[src/hw/rtl/vasl_pkg.sv]
// shared types, constants and widths for the velocity average / steering limit block
// no dependencies; imported by every module of the block
package vasl_pkg;

    localparam int SAMPLE_WIDTH    = 16;
    localparam int COUNT_WIDTH     = 16;
    localparam int SUM_WIDTH       = 32;
    localparam int CFG_WIDTH       = 10;
    localparam int CFG_INDEX_WIDTH = 2;
    localparam int FRAC_BITS       = 8;
    localparam int STEP_WIDTH      = $clog2(SUM_WIDTH);

    localparam logic [STEP_WIDTH-1:0] STEP_LAST = STEP_WIDTH'(SUM_WIDTH - 1);

    // item kinds
    localparam logic KIND_SAMPLE = 1'b0;
    localparam logic KIND_TICK   = 1'b1;

    // configuration register indexes
    localparam logic [CFG_INDEX_WIDTH-1:0] REG_CUT_SLOPE  = CFG_INDEX_WIDTH'(0);
    localparam logic [CFG_INDEX_WIDTH-1:0] REG_STEER_GAIN = CFG_INDEX_WIDTH'(1);

    localparam logic [CFG_WIDTH-1:0] CUT_SLOPE_RESET  = CFG_WIDTH'(256);
    localparam logic [CFG_WIDTH-1:0] STEER_GAIN_RESET = CFG_WIDTH'(269);

    typedef logic signed [SAMPLE_WIDTH-1:0] sample_t;

    localparam sample_t SAMPLE_MAX = sample_t'((2 ** (SAMPLE_WIDTH - 1)) - 1);
    localparam sample_t SAMPLE_MIN = sample_t'(-(2 ** (SAMPLE_WIDTH - 1)));

    typedef struct packed {
        logic    kind;
        sample_t vel_x;
        sample_t vel_y;
    } in_item_t;

    typedef struct packed {
        sample_t cmd_x;
        sample_t cmd_y;
        logic    held;
        logic    dropped;
    } out_item_t;

    // controller to datapath
    typedef struct packed {
        logic acc;    // accumulate a sample
        logic start;  // latch sums into the divider, clear accumulators
        logic step;   // one restoring divide step on both lanes
        logic sat;    // saturate quotients
        logic emit;   // steering cut, update last command, load output register
    } ctrl_cmd_t;

    // datapath to controller
    typedef struct packed {
        logic out_blocked;
    } ctrl_stat_t;

endpackage

[src/hw/rtl/vasl_ctrl.sv]
// controller state machine for the velocity average / steering limit block
// depends on vasl_pkg; drives vasl_dp through ctrl_cmd_t
module vasl_ctrl (
    input  logic                clk,
    input  logic                rst_n,
    input  logic                item_valid,
    input  logic                item_kind,
    output logic                item_ready,
    input  vasl_pkg::ctrl_stat_t stat,
    output vasl_pkg::ctrl_cmd_t  cmd
);
    import vasl_pkg::*;

    typedef enum logic [3:0] {
        ST_IDLE = 4'b0001,
        ST_DIV  = 4'b0010,
        ST_SAT  = 4'b0100,
        ST_EMIT = 4'b1000
    } state_t;

    state_t                state_reg;
    state_t                state_next;
    logic [STEP_WIDTH-1:0] step_reg;
    logic [STEP_WIDTH-1:0] step_next;

    assign item_ready = (state_reg == ST_IDLE);

    always_comb
    begin
        cmd.acc   = 1'b0;
        cmd.start = 1'b0;
        cmd.step  = 1'b0;
        cmd.sat   = 1'b0;
        cmd.emit  = 1'b0;
        state_next = state_reg;
        step_next  = step_reg;
        unique case (state_reg)
            ST_IDLE:
            begin
                if (item_valid)
                begin
                    if (item_kind == KIND_TICK)
                    begin
                        cmd.start  = 1'b1;
                        step_next  = '0;
                        state_next = ST_DIV;
                    end
                    else
                    begin
                        cmd.acc = 1'b1;
                    end
                end
            end
            ST_DIV:
            begin
                cmd.step  = 1'b1;
                step_next = step_reg + 1'b1;
                if (step_reg == STEP_LAST)
                begin
                    state_next = ST_SAT;
                end
            end
            ST_SAT:
            begin
                cmd.sat    = 1'b1;
                state_next = ST_EMIT;
            end
            ST_EMIT:
            begin
                if (!stat.out_blocked)
                begin
                    cmd.emit   = 1'b1;
                    state_next = ST_IDLE;
                end
            end
            default:
            begin
                state_next = ST_IDLE;
            end
        endcase
    end

    always_ff @(posedge clk or negedge rst_n)
    begin
        if (!rst_n)
        begin
            state_reg <= ST_IDLE;
            step_reg  <= '0;
        end
        else
        begin
            state_reg <= state_next;
            step_reg  <= step_next;
        end
    end

endmodule

[src/hw/rtl/vasl_dp.sv]
// datapath: accumulators, two-lane restoring divider, steering cut, output register
// depends on vasl_pkg; sequenced by vasl_ctrl
module vasl_dp (
    input  logic                                 clk,
    input  logic                                 rst_n,
    input  vasl_pkg::ctrl_cmd_t                  cmd,
    output vasl_pkg::ctrl_stat_t                 stat,
    input  vasl_pkg::in_item_t                   sample,
    input  logic                                 cfg_valid,
    input  logic [vasl_pkg::CFG_INDEX_WIDTH-1:0] cfg_index,
    input  logic [vasl_pkg::CFG_WIDTH-1:0]       cfg_data,
    output logic                                 cmd_valid,
    input  logic                                 cmd_ready,
    output vasl_pkg::out_item_t                  cmd_item
);
    import vasl_pkg::*;

    localparam int PROD_WIDTH = SAMPLE_WIDTH + CFG_WIDTH;
    localparam int GAIN_WIDTH = SAMPLE_WIDTH + 1 + CFG_WIDTH;

    typedef struct packed {
        logic [COUNT_WIDTH-1:0] rem;
        logic [SUM_WIDTH-1:0]   quo;
    } div_lane_t;

    function automatic div_lane_t div_step(input div_lane_t lane,
                                           input logic [COUNT_WIDTH-1:0] den);
        logic [COUNT_WIDTH:0] shifted;
        logic                 fits;
        div_lane_t            res;
        shifted = {lane.rem, lane.quo[SUM_WIDTH-1]};
        fits    = (shifted >= {1'b0, den});
        res.rem = fits ? COUNT_WIDTH'(shifted - {1'b0, den}) : shifted[COUNT_WIDTH-1:0];
        res.quo = {lane.quo[SUM_WIDTH-2:0], fits};
        return res;
    endfunction

    // signed quotient from magnitude and sign, clamped to the sample range
    function automatic sample_t sat_quot(input logic [SUM_WIDTH-1:0] q, input logic neg);
        logic [SUM_WIDTH-1:0] pos_lim;
        sample_t              res;
        pos_lim = SUM_WIDTH'(SAMPLE_MAX);
        if (neg)
        begin
            if (q > pos_lim + 1'b1)
                res = SAMPLE_MIN;
            else
                res = sample_t'(SAMPLE_WIDTH'(SUM_WIDTH'(0) - q));
        end
        else
        begin
            if (q > pos_lim)
                res = SAMPLE_MAX;
            else
                res = sample_t'(q[SAMPLE_WIDTH-1:0]);
        end
        return res;
    endfunction

    logic [CFG_WIDTH-1:0]         cut_slope_reg;
    logic [CFG_WIDTH-1:0]         steer_gain_reg;
    logic signed [SUM_WIDTH-1:0]  sum_x_reg;
    logic signed [SUM_WIDTH-1:0]  sum_y_reg;
    logic [COUNT_WIDTH-1:0]       count_reg;
    logic                         overflow_reg;
    sample_t                      last_x_reg;
    sample_t                      last_y_reg;

    div_lane_t                    lane_x_reg;
    div_lane_t                    lane_y_reg;
    logic [COUNT_WIDTH-1:0]       den_reg;
    logic                         neg_x_reg;
    logic                         neg_y_reg;
    logic                         empty_reg;
    logic                         dropped_reg;

    sample_t                      avg_x_reg;
    sample_t                      avg_y_reg;
    logic [SAMPLE_WIDTH:0]        ay_reg;

    out_item_t                    out_reg;
    logic                         out_valid_reg;

    logic                         sample_nz;
    logic                         count_full;
    logic [SUM_WIDTH-1:0]         mag_x;
    logic [SUM_WIDTH-1:0]         mag_y;
    sample_t                      sat_x;
    sample_t                      sat_y;
    logic                         vec_nz;
    logic                         x_nonpos;
    logic [PROD_WIDTH-1:0]        cut_lhs;
    logic [PROD_WIDTH-1:0]        cut_rhs;
    logic [GAIN_WIDTH-1:0]        gain_prod;
    logic [GAIN_WIDTH-1:0]        gain_shr;
    sample_t                      cut_x;
    sample_t                      fin_x;
    logic                         fin_nz;

    assign sample_nz  = (sample.vel_x != '0) || (sample.vel_y != '0);
    assign count_full = &count_reg;

    assign mag_x = sum_x_reg[SUM_WIDTH-1] ? SUM_WIDTH'(-sum_x_reg) : SUM_WIDTH'(sum_x_reg);
    assign mag_y = sum_y_reg[SUM_WIDTH-1] ? SUM_WIDTH'(-sum_y_reg) : SUM_WIDTH'(sum_y_reg);

    assign sat_x = empty_reg ? sample_t'(0) : sat_quot(lane_x_reg.quo, neg_x_reg);
    assign sat_y = empty_reg ? sample_t'(0) : sat_quot(lane_y_reg.quo, neg_y_reg);

    // steering cut on the averaged vector
    assign vec_nz    = (avg_x_reg != '0) || (avg_y_reg != '0);
    assign x_nonpos  = (avg_x_reg <= sample_t'(0));
    assign cut_lhs   = PROD_WIDTH'({ay_reg, FRAC_BITS'(0)});
    assign cut_rhs   = PROD_WIDTH'(cut_slope_reg) * PROD_WIDTH'(avg_x_reg[SAMPLE_WIDTH-2:0]);
    assign gain_prod = GAIN_WIDTH'(ay_reg) * GAIN_WIDTH'(steer_gain_reg);
    assign gain_shr  = gain_prod >> FRAC_BITS;
    assign cut_x     = (gain_shr > GAIN_WIDTH'(SAMPLE_MAX)) ? SAMPLE_MAX
                                                           : sample_t'(gain_shr[SAMPLE_WIDTH-1:0]);
    assign fin_x     = (vec_nz && (x_nonpos || (cut_lhs > cut_rhs))) ? cut_x : avg_x_reg;
    assign fin_nz    = (fin_x != '0) || (avg_y_reg != '0);

    assign stat.out_blocked = out_valid_reg && !cmd_ready;
    assign cmd_valid        = out_valid_reg;
    assign cmd_item         = out_reg;

    // control-side state
    always_ff @(posedge clk or negedge rst_n)
    begin
        if (!rst_n)
        begin
            cut_slope_reg  <= CUT_SLOPE_RESET;
            steer_gain_reg <= STEER_GAIN_RESET;
            sum_x_reg      <= '0;
            sum_y_reg      <= '0;
            count_reg      <= '0;
            overflow_reg   <= 1'b0;
            last_x_reg     <= '0;
            last_y_reg     <= '0;
            out_valid_reg  <= 1'b0;
        end
        else
        begin
            if (cfg_valid)
            begin
                if (cfg_index == REG_CUT_SLOPE)
                    cut_slope_reg <= cfg_data;
                else if (cfg_index == REG_STEER_GAIN)
                    steer_gain_reg <= cfg_data;
            end

            if (cmd.acc && sample_nz)
            begin
                if (count_full)
                begin
                    overflow_reg <= 1'b1;
                end
                else
                begin
                    sum_x_reg <= sum_x_reg + SUM_WIDTH'(sample.vel_x);
                    sum_y_reg <= sum_y_reg + SUM_WIDTH'(sample.vel_y);
                    count_reg <= count_reg + 1'b1;
                end
            end
            else if (cmd.start)
            begin
                sum_x_reg    <= '0;
                sum_y_reg    <= '0;
                count_reg    <= '0;
                overflow_reg <= 1'b0;
            end

            if (cmd.emit)
            begin
                out_valid_reg <= 1'b1;
                if (fin_nz)
                begin
                    last_x_reg <= fin_x;
                    last_y_reg <= avg_y_reg;
                end
            end
            else if (cmd_ready)
            begin
                out_valid_reg <= 1'b0;
            end
        end
    end

    // payload registers
    always_ff @(posedge clk)
    begin
        if (cmd.start)
        begin
            lane_x_reg  <= '{rem: '0, quo: mag_x};
            lane_y_reg  <= '{rem: '0, quo: mag_y};
            den_reg     <= count_reg;
            neg_x_reg   <= sum_x_reg[SUM_WIDTH-1];
            neg_y_reg   <= sum_y_reg[SUM_WIDTH-1];
            empty_reg   <= (count_reg == '0);
            dropped_reg <= overflow_reg;
        end
        else if (cmd.step)
        begin
            lane_x_reg <= div_step(lane_x_reg, den_reg);
            lane_y_reg <= div_step(lane_y_reg, den_reg);
        end

        if (cmd.sat)
        begin
            avg_x_reg <= sat_x;
            avg_y_reg <= sat_y;
            ay_reg    <= sat_y[SAMPLE_WIDTH-1] ? (SAMPLE_WIDTH + 1)'(-(SAMPLE_WIDTH + 1)'(sat_y))
                                               : (SAMPLE_WIDTH + 1)'(sat_y);
        end

        if (cmd.emit)
        begin
            out_reg.cmd_x   <= fin_nz ? fin_x : last_x_reg;
            out_reg.cmd_y   <= fin_nz ? avg_y_reg : last_y_reg;
            out_reg.held    <= !fin_nz;
            out_reg.dropped <= dropped_reg;
        end
    end

endmodule

[src/hw/rtl/velocity_average_steer_limit_core.sv]
// top level of the velocity average / steering limit block
// depends on vasl_pkg, vasl_ctrl and vasl_dp
//
// velocity samples (signed q7.8 x/y pairs) are summed between ticks; an all-zero
// pair is ignored and once the 16-bit count is full further samples are dropped
// and reported with the next command. a tick divides both sums by the count
// (truncating toward zero, zero for an empty period), applies the steering cut
// (outside the cut_slope cone, x becomes |y| * steer_gain, saturated) and emits
// one command item; a zero command repeats the last nonzero one with held set.
// a sample item is taken while the block is idle, and the block stays ready for
// the next one. a tick item occupies the block while it latches the sums, runs
// the shared two-lane restoring divider one quotient bit per step, saturates,
// and does the cut and the load of the output register, which waits while a
// previous command item is still unclaimed. the output register lets the next
// item in while a command waits.
// configuration writes are always taken; write only while no tick is in flight.
module velocity_average_steer_limit_core (
    input  logic                                 clk,
    input  logic                                 rst_n,
    // input items
    input  logic                                 sample_valid,
    output logic                                 sample_ready,
    input  vasl_pkg::in_item_t                   sample,
    // command items
    output logic                                 cmd_valid,
    input  logic                                 cmd_ready,
    output vasl_pkg::out_item_t                  cmd,
    // configuration writes
    input  logic                                 cfg_valid,
    output logic                                 cfg_ready,
    input  logic [vasl_pkg::CFG_INDEX_WIDTH-1:0] cfg_index,
    input  logic [vasl_pkg::CFG_WIDTH-1:0]       cfg_data
);
    import vasl_pkg::*;

    ctrl_cmd_t  ctrl_cmd;
    ctrl_stat_t ctrl_stat;

    // a register is written whenever cfg_valid is seen with its index, no back-pressure
    assign cfg_ready = 1'b1;

    // sequencing: idle / divide / saturate / emit
    vasl_ctrl u_ctrl (
        .clk        (clk),
        .rst_n      (rst_n),
        .item_valid (sample_valid),
        .item_kind  (sample.kind),
        .item_ready (sample_ready),
        .stat       (ctrl_stat),
        .cmd        (ctrl_cmd)
    );

    // accumulators, divider, cut logic and output register
    vasl_dp u_dp (
        .clk       (clk),
        .rst_n     (rst_n),
        .cmd       (ctrl_cmd),
        .stat      (ctrl_stat),
        .sample    (sample),
        .cfg_valid (cfg_valid),
        .cfg_index (cfg_index),
        .cfg_data  (cfg_data),
        .cmd_valid (cmd_valid),
        .cmd_ready (cmd_ready),
        .cmd_item  (cmd)
    );

endmodule
[config.mk]
export PLATFORM = sky130hd
export DESIGN_NAME = velocity_average_steer_limit_core
export DESIGN_NICKNAME = d
export VERILOG_FILES = /design/src/hw/rtl/vasl_pkg.sv /design/src/hw/rtl/vasl_ctrl.sv /design/src/hw/rtl/vasl_dp.sv /design/src/hw/rtl/velocity_average_steer_limit_core.sv
export SDC_FILE = /design/constraint.sdc
export NUM_CORES = 2
export LEC_CHECK = 0
export ABC_AREA = 1
export BUFFER_PORTS_ARGS = -buffer_cell sky130_fd_sc_hd__buf_4
export CAP_MARGIN = 20
export CORE_MARGIN = 2
export CORE_UTILIZATION = 40
export DETAILED_ROUTE_END_ITERATION = 8
export MAX_ROUTING_LAYER = met4
export RECOVER_POWER = 100
export SKIP_CTS_REPAIR_TIMING = 1
export SLEW_MARGIN = 20
export SYNTH_ARGS = -nofsm -noshare
export SYNTH_HDL_FRONTEND = slang
export SYNTH_HIERARCHICAL = 1
export SYNTH_SLANG_ARGS = --single-unit
[constraint.sdc]
create_clock -name clk -period 13.05 [get_ports clk]
set_clock_uncertainty 0.05 [all_clocks]
set_input_delay 0 -clock clk [delete_from_list [all_inputs] [get_ports clk]]
set_output_delay 0 -clock clk [all_outputs]
set_load 0.02 [all_outputs]
Word-level counts from Yosys, hierarchy flattened --
Cells that the tools add are included.
Word-level totals: output and inout port bits 37, input bits 50, register bits 342, logic and storage cells 139
Cells by class: multiplexer cells 49, reduce and logical (&&, ||, !) cells 27, $lt $le $gt $ge 9, multipliers 2, equal/unequal tests 12, add/sub/neg operators 11, bitwise logic cells 1
Operators with widths (number):
- $mux W32 | 11
- $mux W16 | 16
- $reduce_bool A16 Y1 | 5
- $add A32 B16 Y32 | 2
- $gt A32 B15 Y1 const B | 2
- $gt A32 B16 Y1 const B | 2
- $neg A32 Y32 | 2
- $ge A17 B16 Y1 | 2
- $sub A1 B16 Y16 const A | 2
- $sub A16 B16 Y16 | 2
- $mul A17 B10 Y27 | 1
- $gt A25 B26 Y1 | 1
- $mul A11 B15 Y26 | 1
- $gt A19 B15 Y1 const B | 1
- $neg A16 Y17 | 1
- $add A16 B1 Y16 const B | 1
- $le A16 B1 Y1 const B | 1
- $logic_not A16 Y1 | 1
- $mux W4 | 4
- $pmux W4 S4 | 1
- $reduce_and A16 Y1 | 1
- $mux W15 | 1
- $mux W1 | 11
- $mux W5 | 2
- 20 further kinds | 37

Logic depth before layout (Yosys ltp) --
word-level depth 8, gate-level depth with buffers 50

By module --
The synthesis kept the hierarchy.
By module, submodules not included:
- vasl_dp | instances 1, cells an instance 4320, area each 32894.0 um^2
- vasl_ctrl | instances 1, cells an instance 69, area each 520.5 um^2
- velocity_average_steer_limit_core | instances 1, cells an instance 2, area each 11.3 um^2

Worst setup path after synthesis --
Ideal clock, no wire load.
path kind register to register, start point register u_dp.cut_slope_reg[4], end point register u_dp.out_reg, in the netlist u_dp/cmd_item[25] (data pin), setup slack 5136 ps, stages on the path, launching flop included 43, setup time 265 ps, arrival time 7599 ps, cell sequence dfrtp_1 > clkbuf_1 > clkbuf_1 > nand2_1 > fa_1 > fa_1 > fa_1 > inv_1 > fa_1 > inv_1 > fa_1 > inv_1 > ha_1 > nand2_1 > nor3_1 > nand2_1 > o211ai_1 > a21boi_0 > [... 7 more ...] > xor2_1 > ha_1 > and3_1 > nand3_1 > nor3_1 > nand4_1 > nand3_1 > nand2_2 > nand2_2 > buf_2 > nand2_1 > nand2_1 > nor2_1 > nand2_1 > nor2_4 > nand2_2 > clkbuf_1 > o21ai_0
On the way: cells in the longest elaborated chain, start to end 8
Ends and longest elaborated chain:
- start: declaration | RTL line vasl_dp.sv:60 | logic [CFG_WIDTH-1:0] cut_slope_reg;
- start signal: assignment | RTL line vasl_dp.sv:145 | cut_slope_reg <= cfg_data;
- $mul A11 B15 Y26 (*) | RTL line vasl_dp.sv:113 | assign cut_rhs = PROD_WIDTH'(cut_slope_reg) * PROD_WIDTH'(avg_x_reg[SAMPLE_WIDTH-2:0]);
- $gt A25 B26 Y1 (*) | RTL line vasl_dp.sv:118 | assign fin_x = (vec_nz && (x_nonpos || (cut_lhs > cut_rhs))) ? cut_x : avg_x_reg;
- $logic_or A1 B1 Y1 (*) | RTL line vasl_dp.sv:118
- $logic_and A1 B1 Y1 (*) | RTL line vasl_dp.sv:118
- $mux W16 (*) | RTL line vasl_dp.sv:118
- $reduce_bool A16 Y1 | RTL line vasl_dp.sv:119 | assign fin_nz = (fin_x != '0) || (avg_y_reg != '0);
- $logic_or A1 B1 Y1 | RTL line vasl_dp.sv:119
- $mux W16 (*) | RTL line vasl_dp.sv:216 | out_reg.cmd_x <= fin_nz ? fin_x : last_x_reg;
- end: declaration | RTL line vasl_dp.sv:81 | out_item_t out_reg;
Mark *: on every way between the ends. The rest lies on a longest branch, timed or not. A chain may end at the register's enable or synchronous reset.

Worst setup path in the final report --
start point register u_dp.avg_x_reg[5], end point register u_dp.out_reg, in the netlist u_dp/cmd_item[19] (data pin)
On the way: cells in the longest elaborated chain, start to end 8, elaborated cells between the ends (all ways) 11, classes of those cells mul: 1; order compare: 2; mux: 2; reduce/logical: 6
Ends and longest elaborated chain:
- start: declaration | RTL line vasl_dp.sv:77 | sample_t avg_x_reg;
- start signal: assignment | RTL line vasl_dp.sv:208 | avg_x_reg <= sat_x;
- $mul A11 B15 Y26 | RTL line vasl_dp.sv:113
- $gt A25 B26 Y1 | RTL line vasl_dp.sv:118
- $logic_or A1 B1 Y1 | RTL line vasl_dp.sv:118
- $logic_and A1 B1 Y1 | RTL line vasl_dp.sv:118
- $mux W16 (*) | RTL line vasl_dp.sv:118
- $reduce_bool A16 Y1 | RTL line vasl_dp.sv:119
- $logic_or A1 B1 Y1 | RTL line vasl_dp.sv:119
- $mux W16 (*) | RTL line vasl_dp.sv:216
Marked as above.

==> metrics.txt <==
wire per inst 16.0 um; antenna violations before repair 0; clock buffers created by TritonCTS 40; initial detailed-routing violation count 1827; sequential cell area 9210 um^2; first-pass GRT wire length 145000 um; worst setup path start u_dp/avg_x_reg[5]$_SDFFCE_PP0P_; core area 83200 um^2; Slew headroom -189%; grt total ovfl 0; crit path capture type register; drt first pass iters 8; Syn Area/Cell 7.61 um^2; Total Wirelength 88800 um; setup violators final 0; Fillers 8519; Primary FF master, synth edfxtp_1; clk root buf clkbuf_16; area of the multi-input gates 20300 um^2; CP peak stage delay 0.78 ns; Starting Density 40.2%; Die H 293 um; fmax 95.8 MHz; dominant cell type by area after synthesis fa_1; failing checks negative hold slack, max-capacitance violations, max-slew violations; startpoint types register; Final Hold Viols 7; Clock Latency Late Sink 0.57 ns; Worst-path clk slew 0.06 ns; DRC 0; CTS H-tree depth 2; post-layout min period 10.44 ns; Power Dens Cells 277 nW/um^2; Critical R2R Launch u_dp/avg_x_reg[5]$_SDFFCE_PP0P_; vias in the first global route 27123; Vias 27703; # port buffers 85; Total GRT Usage 21.5%; final std cells w/o fill 5536; largest net degree at the start of global routing 123; HP Start sample[13]; Mapped Nets 4938; Clock Path Buffers 3; antenna cell count 0; Sink Count 341; most common cell after layout, fill and taps aside nand2_1; post-synthesis register bit count 341; worst-margin pin slew 4.34 ns; period utilization 80.0%; TritonCTS clock tree built; status finished with violations; IO Count 87; Synth top area share 15.5%; leak pwr 19.0 nW; Synth Cell Area 33400 um^2; register area share after synthesis 27.6%; Min Hold Slack -0.0480 ns; share of layout cells above drive strength 1 3.37%; cell count after synthesis 4391; YS warnings 6; CP max-delay cell nand2_2; Synth area leaders fa_1 (15%), edfxtp_1 (15%), nand2_1 (13%), dfrtp_1 (10%), inv_1 (9.8%); ANT nets after route 0; worst vdd ir 0.176 mV; Area growth syn-to-layout 9.25%; chip width 293 um; fin. max-slew vios 568; crit path DAT 10.76 ns; CP Data Required Time 13.37 ns; FFs w/ async S/R, synth 41.9%; Post-Place Cells 5422; most frequent cells in the layout nand2_1 (1147), inv_1 (871), o21ai_0 (261); Final GP Congestion 0.929; largest fanout on the critical path 59; CP most frequent cell nand2_1; number of vias per cell 5.00; row cnt 106; hpwl dp 68200 um; TNS Setup 0 ns; fin nets 4971; Worst Hold Class input pin to register; fin util 43.9%; Distinct cells, synth 61; RSZ-0062 raised after global routing no; Post-synth EDFFs 166; critical path type register to register; Max Cap Viol 10; R2R Setup Slk 2.61 ns; Die ar. 85900 um^2
[per-stage QoR]
stage          power, mW  instance area (um^2)  setup WS (ns)
2_1_floorplan       6.95                 33400           5.14
3_3_place_gp        8.87                 34900           3.04
3_5_place_dp        8.91                 34900           2.87
4_1_cts             10.2                 36300           2.89
5_1_grt             11.3                 36500           1.66
6_report            10.1                 36500           2.61
[worst paths after layout]
check / depth (start not counted) / to
max in group asynchronous: 4 / u_dp/last_x_reg[6]$_DFFE_PN0P_
min in group asynchronous: 2 / u_dp/sum_x_reg[19]$_DFFE_PN0P_
max reg2reg: 38 / u_dp/cmd_item[19]$_DFFE_PP_
min: 4 / u_dp/sum_y_reg[13]$_DFFE_PN0P_
max: 38 / u_dp/cmd_item[19]$_DFFE_PP_
min reg2reg: 0 / u_dp/cmd_item[0]$_DFFE_PP_
[synth_stat cells, drive strengths merged (6+ instances only)]
master	instances
nand2	1154
inv	873
o21ai	262
fa	258
ha	239
a21oi	227
nor2	219
nand3	183
edfxtp	166
dfrtp	137
xor2	130
clkbuf	125
nor3	47
xnor2	40
nand4	38
nor4	37
dfxtp	32
o22ai	30
buf	27
nand3b	24
a31oi	16
or2	13
o211ai	11
o31ai	11
a21o	10
o21a	10
o21bai	10
a32o	6
and2	6
dfstp	6
[cell families (layout without fill, tap and decap cells)]
| kind of cell | count (synthesis) | in the layout | synth area share (%) |
|---|---|---|---|
| AO/OA/AOI/OAI | 620 | 620 | 10.2 |
| XOR/XNOR | 170 | 170 | 4.45 |
| adder cells (fa/ha/maj) | 497 | 497 | 24.4 |
| buffers and inverters | 1030 | 1095 | 11.7 |
| flip-flops | 341 | 341 | 27.6 |
| other | 2 | 2 | 0.0225 |
| AND/OR/NAND/NOR | 1731 | 1731 | 21.6 |
[critical path: cells and delay by family, from the launching register on]
kind | cells | cell delay (ns)
flops | 1 | 0.68
simple gates | 19 | 3.73
xor+xnor | 1 | 0.15
buf+inv | 3 | 0.15
fa+ha+maj | 7 | 3.20
compound gates | 8 | 2.27
[layout make-up]
class	instances	area share [%]
clock buffer	52	3.04
clock inverter	22	0.795
timing repair buffer	143	2.67
multi-input combinational	3020	55.6
inverter	878	9.03
tap	1080	3.70
sequential	341	25.2
[report_power, final]
group	switching, mW	internal [mW]	leakage, nW
logic	4.59	2.51	14.6
clock network	0.476	0.723	0.682
registers	0.313	1.49	3.66
total	5.38	4.73	19.0
[per-layer routing]
layer / routed length (um) / share of wire [%] / track usage (%)
met1: 41500 / 47 / 29.4
met2: 42000 / 47 / 34.9
met3: 3960 / 4.5 / 2.14
met4: 1430 / 1.6 / 3.86
met5: 0 / 0 / -
No activity file was read; power rests on OpenSTA's default activity.
